File: src/hdl/pdts_pkg.sv
// Shared types and constants for the periodic task due scheduler.
// No dependencies.
`timescale 1ns / 1ps

package pdts_pkg;

  localparam int TASK_SLOTS    = 8;
  localparam int TASK_W        = 3;
  localparam int TIME_W        = 32;
  localparam int PERIOD_W      = 32;
  localparam int CFG_IDX_W     = 4;
  localparam int Q_DEPTH       = 2;
  localparam int NUM_TASKS_DEF = 8;
  localparam int S_DATA_W      = 40;
  localparam int M_DATA_W      = 8;

  localparam logic [PERIOD_W-1:0] PERIOD_RESET [TASK_SLOTS] =
    '{32'd5, 32'd5, 32'd1, 32'd50, 32'd100, 32'd100, 32'd10, 32'd0};

  typedef enum logic {
    OP_SYNC = 1'b0,
    OP_POLL = 1'b1
  } op_t;

  typedef enum logic [1:0] {
    ST_IDLE,
    ST_SCAN,
    ST_FLUSH
  } state_t;

  // One queued command between front and back.
  typedef struct packed {
    op_t               op;
    logic [TIME_W-1:0] now_time;
  } q_entry_t;

  // Queue head as seen by the back end.
  typedef struct packed {
    logic     valid;
    q_entry_t entry;
  } q_head_t;

endpackage

File: src/hdl/periodic_task_due_scheduler.sv
// Periodic task due scheduler, top level.
// Depends on pdts_pkg, pdts_front and pdts_back.
//
// Usage:
//   Slave stream (s_*) takes command words: operation 0 loads every task's
//   last-run time with now_time, operation 1 polls for due tasks.
//   Master stream (m_*) returns one word per due task in index order, with
//   m_tlast on the final due task of a poll; a poll with nothing due gives
//   no word. Period registers are written through cfg_we/cfg_index/cfg_data
//   while the block is idle; indexes of TASK_SLOTS and above are ignored.
//   Flow: a word passes through a two-entry input queue. A sync is
//   handled in the back end as it is dequeued. A poll there steps through
//   dequeue, each task in turn through the single due-check unit, and a
//   step to release the held final result. Each due index is held until
//   a later due task is found or the scan ends, then enters the output register.
//   Reset restores the default periods, clears all last-run times and
//   empties the queue and the output register.
//   When m_tready is low the output word holds; the scan stalls only when a
//   second due task needs the occupied output slot, and the input queue
//   keeps taking words until it is full.
`timescale 1ns / 1ps

module periodic_task_due_scheduler import pdts_pkg::*; #(
  parameter int NUM_TASKS = NUM_TASKS_DEF
) (
  input  logic                 clk,
  input  logic                 rst,
  input  logic                 s_tvalid,
  output logic                 s_tready,
  input  logic [S_DATA_W-1:0]  s_tdata,   // [0] operation, [32:1] now_time, [39:33] zero
  output logic                 m_tvalid,
  input  logic                 m_tready,
  output logic [M_DATA_W-1:0]  m_tdata,   // [2:0] task_index, [7:3] zero
  output logic                 m_tlast,   // last_due
  input  logic                 cfg_we,
  input  logic [CFG_IDX_W-1:0] cfg_index,
  input  logic [PERIOD_W-1:0]  cfg_data
);

  q_head_t           head;
  logic              pop;
  logic [TASK_W-1:0] task_index;

  pdts_front u_front (
    .clk      (clk),
    .rst      (rst),
    .s_tvalid (s_tvalid),
    .s_tready (s_tready),
    .s_tdata  (s_tdata),
    .pop      (pop),
    .head     (head)
  );

  pdts_back #(
    .NUM_TASKS (NUM_TASKS)
  ) u_back (
    .clk        (clk),
    .rst        (rst),
    .head       (head),
    .pop        (pop),
    .cfg_we     (cfg_we),
    .cfg_index  (cfg_index),
    .cfg_data   (cfg_data),
    .m_tvalid   (m_tvalid),
    .m_tready   (m_tready),
    .task_index (task_index),
    .m_tlast    (m_tlast)
  );

  assign m_tdata = {(M_DATA_W - TASK_W)'(0), task_index};

endmodule

File: src/hdl/pdts_front.sv
// Front end: accepts input words, decodes the operation, and queues them.
// Depends on pdts_pkg.
`timescale 1ns / 1ps

module pdts_front import pdts_pkg::*; (
  input  logic                clk,
  input  logic                rst,
  input  logic                s_tvalid,
  output logic                s_tready,
  input  logic [S_DATA_W-1:0] s_tdata,   // [0] operation, [32:1] now_time, rest zero
  input  logic                pop,
  output q_head_t             head
);

  localparam int PTR_W = (Q_DEPTH > 1) ? $clog2(Q_DEPTH) : 1;
  localparam int CNT_W = $clog2(Q_DEPTH + 1);

  q_entry_t           mem [Q_DEPTH];
  logic [PTR_W-1:0]   wr_ptr;
  logic [PTR_W-1:0]   rd_ptr;
  logic [CNT_W-1:0]   count;
  logic [CNT_W-1:0]   count_next;
  logic               push;
  logic               do_pop;
  q_entry_t           in_entry;

  // Decode the incoming word
  always_comb begin
    in_entry.op       = s_tdata[0] ? OP_POLL : OP_SYNC;
    in_entry.now_time = s_tdata[TIME_W:1];
  end

  assign s_tready = (count != CNT_W'(Q_DEPTH));
  assign push     = s_tvalid && s_tready;
  assign do_pop   = pop && (count != '0);

  always_comb begin
    count_next = count;
    if (push && !do_pop) begin
      count_next = count + CNT_W'(1);
    end else if (!push && do_pop) begin
      count_next = count - CNT_W'(1);
    end
  end

  // Advance pointers and count
  always_ff @(posedge clk) begin
    if (rst) begin
      wr_ptr <= '0;
      rd_ptr <= '0;
      count  <= '0;
    end else begin
      count <= count_next;
      if (push) begin
        wr_ptr <= (wr_ptr == PTR_W'(Q_DEPTH - 1)) ? '0 : wr_ptr + PTR_W'(1);
      end
      if (do_pop) begin
        rd_ptr <= (rd_ptr == PTR_W'(Q_DEPTH - 1)) ? '0 : rd_ptr + PTR_W'(1);
      end
    end
  end

  // Store the word
  always_ff @(posedge clk) begin
    if (push) begin
      mem[wr_ptr] <= in_entry;
    end
  end

  always_comb begin
    head.valid = (count != '0);
    head.entry = mem[rd_ptr];
  end

endmodule

File: src/hdl/pdts_back.sv
// Back end: holds periods and last-run times, scans one task per cycle
// unless the output stalls it, emits due task indices. Depends on pdts_pkg.
`timescale 1ns / 1ps

module pdts_back import pdts_pkg::*; #(
  parameter int NUM_TASKS = NUM_TASKS_DEF
) (
  input  logic                 clk,
  input  logic                 rst,
  input  q_head_t              head,
  output logic                 pop,
  input  logic                 cfg_we,
  input  logic [CFG_IDX_W-1:0] cfg_index,
  input  logic [PERIOD_W-1:0]  cfg_data,
  output logic                 m_tvalid,
  input  logic                 m_tready,
  output logic [TASK_W-1:0]    task_index,
  output logic                 m_tlast
);

  localparam logic [TASK_W-1:0] LAST_TASK = TASK_W'(NUM_TASKS - 1);

  state_t               state;
  state_t               state_next;
  logic [TASK_W-1:0]    idx;
  logic [TIME_W-1:0]    now_q;
  logic                 pend_valid;
  logic [TASK_W-1:0]    pend_idx;
  logic                 out_valid;
  logic [TASK_W-1:0]    out_idx;
  logic                 out_last;
  logic [PERIOD_W-1:0]  period [TASK_SLOTS];
  logic [TIME_W-1:0]    lrt    [TASK_SLOTS];

  logic [PERIOD_W-1:0]  cur_p;
  logic [TIME_W-1:0]    diff;
  logic [TIME_W-1:0]    rem;
  logic                 due;
  logic [TIME_W-1:0]    lrt_new;
  logic                 slot_free;
  logic                 push;
  logic                 push_last;
  logic                 advance;
  logic                 take_due;
  logic                 do_sync;
  logic                 start_poll;

  // Due check for the task under the scan pointer
  always_comb begin
    cur_p   = period[idx];
    diff    = now_q - lrt[idx];
    rem     = diff - cur_p;
    due     = (cur_p != '0) && (diff >= cur_p);
    lrt_new = (rem >= cur_p) ? now_q : (lrt[idx] + cur_p);
  end

  assign slot_free = !out_valid || m_tready;

  // Next state and control
  always_comb begin
    state_next = state;
    pop        = 1'b0;
    push       = 1'b0;
    push_last  = 1'b0;
    advance    = 1'b0;
    take_due   = 1'b0;
    do_sync    = 1'b0;
    start_poll = 1'b0;
    case (state)
      ST_IDLE: begin
        if (head.valid) begin
          pop = 1'b1;
          if (head.entry.op == OP_POLL) begin
            start_poll = 1'b1;
            state_next = ST_SCAN;
          end else begin
            do_sync = 1'b1;
          end
        end
      end
      ST_SCAN: begin
        if (!(due && pend_valid && !slot_free)) begin
          advance  = 1'b1;
          take_due = due;
          push     = due && pend_valid;
          if (idx == LAST_TASK) begin
            state_next = ST_FLUSH;
          end
        end
      end
      ST_FLUSH: begin
        if (!pend_valid) begin
          state_next = ST_IDLE;
        end else if (slot_free) begin
          push       = 1'b1;
          push_last  = 1'b1;
          state_next = ST_IDLE;
        end
      end
      default: begin
        state_next = ST_IDLE;
      end
    endcase
  end

  always_ff @(posedge clk) begin
    if (rst) begin
      state <= ST_IDLE;
    end else begin
      state <= state_next;
    end
  end

  // Scan pointer, held time and pending result
  always_ff @(posedge clk) begin
    if (rst) begin
      idx        <= '0;
      pend_valid <= 1'b0;
    end else begin
      if (start_poll) begin
        idx        <= '0;
        pend_valid <= 1'b0;
      end else if (advance) begin
        idx <= idx + TASK_W'(1);
        if (take_due) begin
          pend_valid <= 1'b1;
        end
      end else if (push_last) begin
        pend_valid <= 1'b0;
      end
    end
  end

  always_ff @(posedge clk) begin
    if (start_poll) begin
      now_q <= head.entry.now_time;
    end
    if (take_due) begin
      pend_idx <= idx;
    end
  end

  // Output register
  always_ff @(posedge clk) begin
    if (rst) begin
      out_valid <= 1'b0;
    end else if (push) begin
      out_valid <= 1'b1;
    end else if (m_tready) begin
      out_valid <= 1'b0;
    end
  end

  always_ff @(posedge clk) begin
    if (push) begin
      out_idx  <= pend_idx;
      out_last <= push_last;
    end
  end

  // Period registers
  always_ff @(posedge clk) begin
    if (rst) begin
      for (int k = 0; k < TASK_SLOTS; k++) begin
        period[k] <= PERIOD_RESET[k];
      end
    end else if (cfg_we && (cfg_index < CFG_IDX_W'(TASK_SLOTS))) begin
      period[cfg_index[TASK_W-1:0]] <= cfg_data;
    end
  end

  // Last-run times: sync loads all active tasks, a due task updates its own
  always_ff @(posedge clk) begin
    if (rst) begin
      for (int k = 0; k < TASK_SLOTS; k++) begin
        lrt[k] <= '0;
      end
    end else if (do_sync) begin
      for (int k = 0; k < TASK_SLOTS; k++) begin
        if (k < NUM_TASKS) begin
          lrt[k] <= head.entry.now_time;
        end
      end
    end else if (take_due) begin
      lrt[idx] <= lrt_new;
    end
  end

  assign m_tvalid   = out_valid;
  assign task_index = out_idx;
  assign m_tlast    = out_last;

endmodule

File: config.mk
export PLATFORM = sky130hd
export DESIGN_NAME = periodic_task_due_scheduler
export DESIGN_NICKNAME = d
export VERILOG_FILES = /design/src/hdl/pdts_pkg.sv /design/src/hdl/periodic_task_due_scheduler.sv /design/src/hdl/pdts_front.sv /design/src/hdl/pdts_back.sv
export SDC_FILE = /design/constraint.sdc
export NUM_CORES = 1
export LEC_CHECK = 0
export ABC_CLOCK_PERIOD_IN_PS = 11200
export BUFFER_PORTS_ARGS = -buffer_cell sky130_fd_sc_hd__buf_2
export CORE_UTILIZATION = 50
export CTS_CLUSTER_SIZE = 28
export DETAILED_ROUTE_END_ITERATION = 16
export HOLD_SLACK_MARGIN = 0.03
export PLACE_DENSITY_LB_ADDON = 0.15
export SLEW_MARGIN = 20
export SYNTH_ARGS = -nofsm -noshare
export SYNTH_HDL_FRONTEND = slang
export SYNTH_SLANG_ARGS = --single-unit
File: constraint.sdc
create_clock -name clk -period 11.2 [get_ports clk]
set_input_delay 2.24 -clock clk [delete_from_list [all_inputs] [get_ports clk]]
set_output_delay 2.24 -clock clk [all_outputs]
set_load 0.005 [all_outputs]
==> impl_metrics.env <==
export IMPL_status="finished, final reports clean"
export IMPL_grt_pass1_wl_mm=132.1
export IMPL_drtPass1Iterations=5
export IMPL_clk_pin_slew_worst_paths_ns=0.05
export IMPL_yosysTopAreaCell="edfxtp_1"
export IMPL_critPathCaptureType="flip-flop"
export IMPL_drc_errors=0
export IMPL_finalNetCount=2879
export IMPL_cts_hold_buf=0
export IMPL_wl_per_cell_um=24.89
export IMPL_reg2reg_depth=25
export IMPL_clockBufferDepth=3
export IMPL_yosysSeqAreaShare_pct=55.62
export IMPL_dp_hpwl_mm=56.65
export IMPL_setup_tns_ns=0
export IMPL_die_w_um=262.2
export IMPL_syn_inst=2595
export IMPL_fin_crit_sh_pct=82.62
export IMPL_finClkSkew_ns=0.02115
export IMPL_synth_avg_cell_area_um2=13.04
export IMPL_crit_path_frequent_cell="buf_4"
export IMPL_place_congestion=0.9561
export IMPL_fin_crit_ns=9.253
export IMPL_antenna_found_initial=5
export IMPL_met2_usage_pct=42.44
export IMPL_placed_area_mm2=0.03510
export IMPL_crit_arrival_ns=9.49
export IMPL_hold_path_depth=0
export IMPL_cts_max_level=3
export IMPL_die_area_mm2=0.06874
export IMPL_setup_violations=0
export IMPL_area_growth_pct=10.26
export IMPL_path_class="flip-flop to flip-flop"
export IMPL_wl_mm=89.62
export IMPL_cts_inserted_buffers=70
export IMPL_required_ns=11.44
export IMPL_synth_most_common_cell="edfxtp_1"
export IMPL_die_y_um=262.2
export IMPL_clkLatencyLatePin_ns=0.62
export IMPL_postCtsSetupRepairBufs=0
export IMPL_grt_max_degree=54
export IMPL_cts_tree="built"
export IMPL_finalHoldViolCount=0
export IMPL_cp_buffers_inverters=3
export IMPL_crit_family="compound AO/OA/AOI/OAI gates"
export IMPL_drtIter0Drc=1947
export IMPL_cpPeakStageDelay_ns=0.74
export IMPL_relSlewSlack_pct=24.29
export IMPL_worstMarginPinSlew_ns=1.133
export IMPL_top_usage_layer="met2"
export IMPL_yosysUniqueCellTypes=82
export IMPL_clock_sinks=632
export IMPL_crit_path_top_delay_cell="dfxtp_4"
export IMPL_io_pins=92
export IMPL_synth_seq_cells=632
export IMPL_grt_use_total_pct=26.24
export IMPL_fmax_mhz=108.1
export IMPL_cts_resized=0
export IMPL_final_core_util_pct=55.67
export IMPL_port_buffers=79
export IMPL_cts_root_buf="clkbuf_16"
export IMPL_overflow=0
export IMPL_report_final_slew_viol_count=0
export IMPL_mappedNetlistArea_mm2=0.03385
export IMPL_grt_pass1_vias=21770
export IMPL_grt_use_met1_pct=35.61
export IMPL_r2r_slack_ns=1.95
export IMPL_grtUsageMet3_pct=4.099
export IMPL_rsz0062_at_grt="no"
export IMPL_coreArea_mm2=0.06704
export IMPL_synth_top_area_share_pct=54.73
export IMPL_cp_depth=25
export IMPL_worstHoldPathType="flip-flop to flip-flop"
export IMPL_crit_path_start_kind="flip-flop"
export IMPL_path_max_fanout=33
export IMPL_vias=21670
export IMPL_synth_area_leaders="edfxtp_1 55%, mux4_2 8.5%, ha_1 4.9%, mux2i_1 4.7%, and2_1 4.5%"
export IMPL_netlist_top_cells_count="617 x edfxtp_1, 246 x and2_1, 213 x o21ai_0"
export IMPL_start_util_pct=50.49
export IMPL_synth_edf_count=617
export IMPL_postRouteAntennaNets=0
export IMPL_synth_warning_count=0
export IMPL_viasPerCell=6.019
export IMPL_design_area_mm2=0.03732
export IMPL_row_count=95
export IMPL_drv_cap=0
export IMPL_ys_flop_type="edfxtp_1"
export IMPL_drive_gt1_share_pct=16.52
export IMPL_num_fill_cells=5618
export IMPL_ys_async_sr_fraction_pct=0
final cells by class:
type                       instances  area, µm²  area share [%]
sequential                       632      18840           50.48
multi-input combinational       1712      14000           37.51
clock buffer                      92       1877           5.028
tap                              873       1092           2.927
timing repair buffer             119      740.7           1.985
inverter                         128      480.5           1.287
clock inverter                    35      266.5          0.7140
antenna                           10      25.02         0.06705
per-layer routing:
layer | share of wire [%] | vias to the layer above
met5 | 0 | -
met1 | 42 | 10880
met2 | 48 | 739
met4 | 3.1 | 0
met3 | 6.5 | 148
li1 | - | 9905
state kept, by name, indices dropped and copies added (netlist names), 2 cells and up, named ones only:
signal             cells
u_back.idx             3
u_front.count          2
u_front.mem           66
u_back.now_q          32
u_back.task_index      3
u_back.period        256
u_back.lrt           256
u_back.state           2
u_back.pend_idx        3
worst register-to-register path: cells and delay by family (launching register included):
kind | cells | cell delay [ns]
buffers and inverters | 3 | 1.54
flip-flops | 1 | 0.74
multiplexers | 2 | 0.87
adder cells (fa/ha/maj) | 2 | 0.71
AND/OR/NAND/NOR | 8 | 2.28
AO/OA/AOI/OAI | 9 | 2.51
XOR/XNOR | 1 | 0.18
cell usage in the layout, fill, tap and decap left out, types with 47 or more instances in the layout:
cell       count
inv_1        128
mux2i_1      159
a21o_1        47
a21oi_1       92
nand2_1       94
o21ai_0      212
xnor2_1       50
clkbuf_16     72
mux4_2       128
and2_1       246
ha_1         132
nor2_1       130
edfxtp_1     617
buf_2         79
cells by family after synthesis:
family	synth area share, %
compound gates	9.019
xor+xnor	2.173
fa+ha+maj	5.057
buf+inv	3.282
flops	55.62
mux	14.02
other cells	0.01108
simple gates	10.82
metrics by stage:
stage	std cells	hold WS [ns]	setup slack [ns]
4_1_cts	3589	0.4487	1.913
3_5_place_dp	3462	0.4045	1.957
3_3_place_gp	3462	0.4327	2.042
2_1_floorplan	2599	0.4003	2.117
6_report	3601	0.4449	1.947
5_1_grt	3595	0.4614	1.384
path summary, 6_finish.rpt:
check                          startpoint                        endpoint
max                             flip-flop     u_back.lrt[6][20]$_DFFE_PP_
min          u_back.pend_idx[1]$_DFFE_PP_  u_back.task_index[1]$_DFFE_PP_
max reg2reg                     flip-flop     u_back.lrt[6][20]$_DFFE_PP_
min reg2reg  u_back.pend_idx[1]$_DFFE_PP_  u_back.task_index[1]$_DFFE_PP_
Power is not shown: default switching activity piles up to over one toggle a cycle in this logic, so the estimate is an artifact.
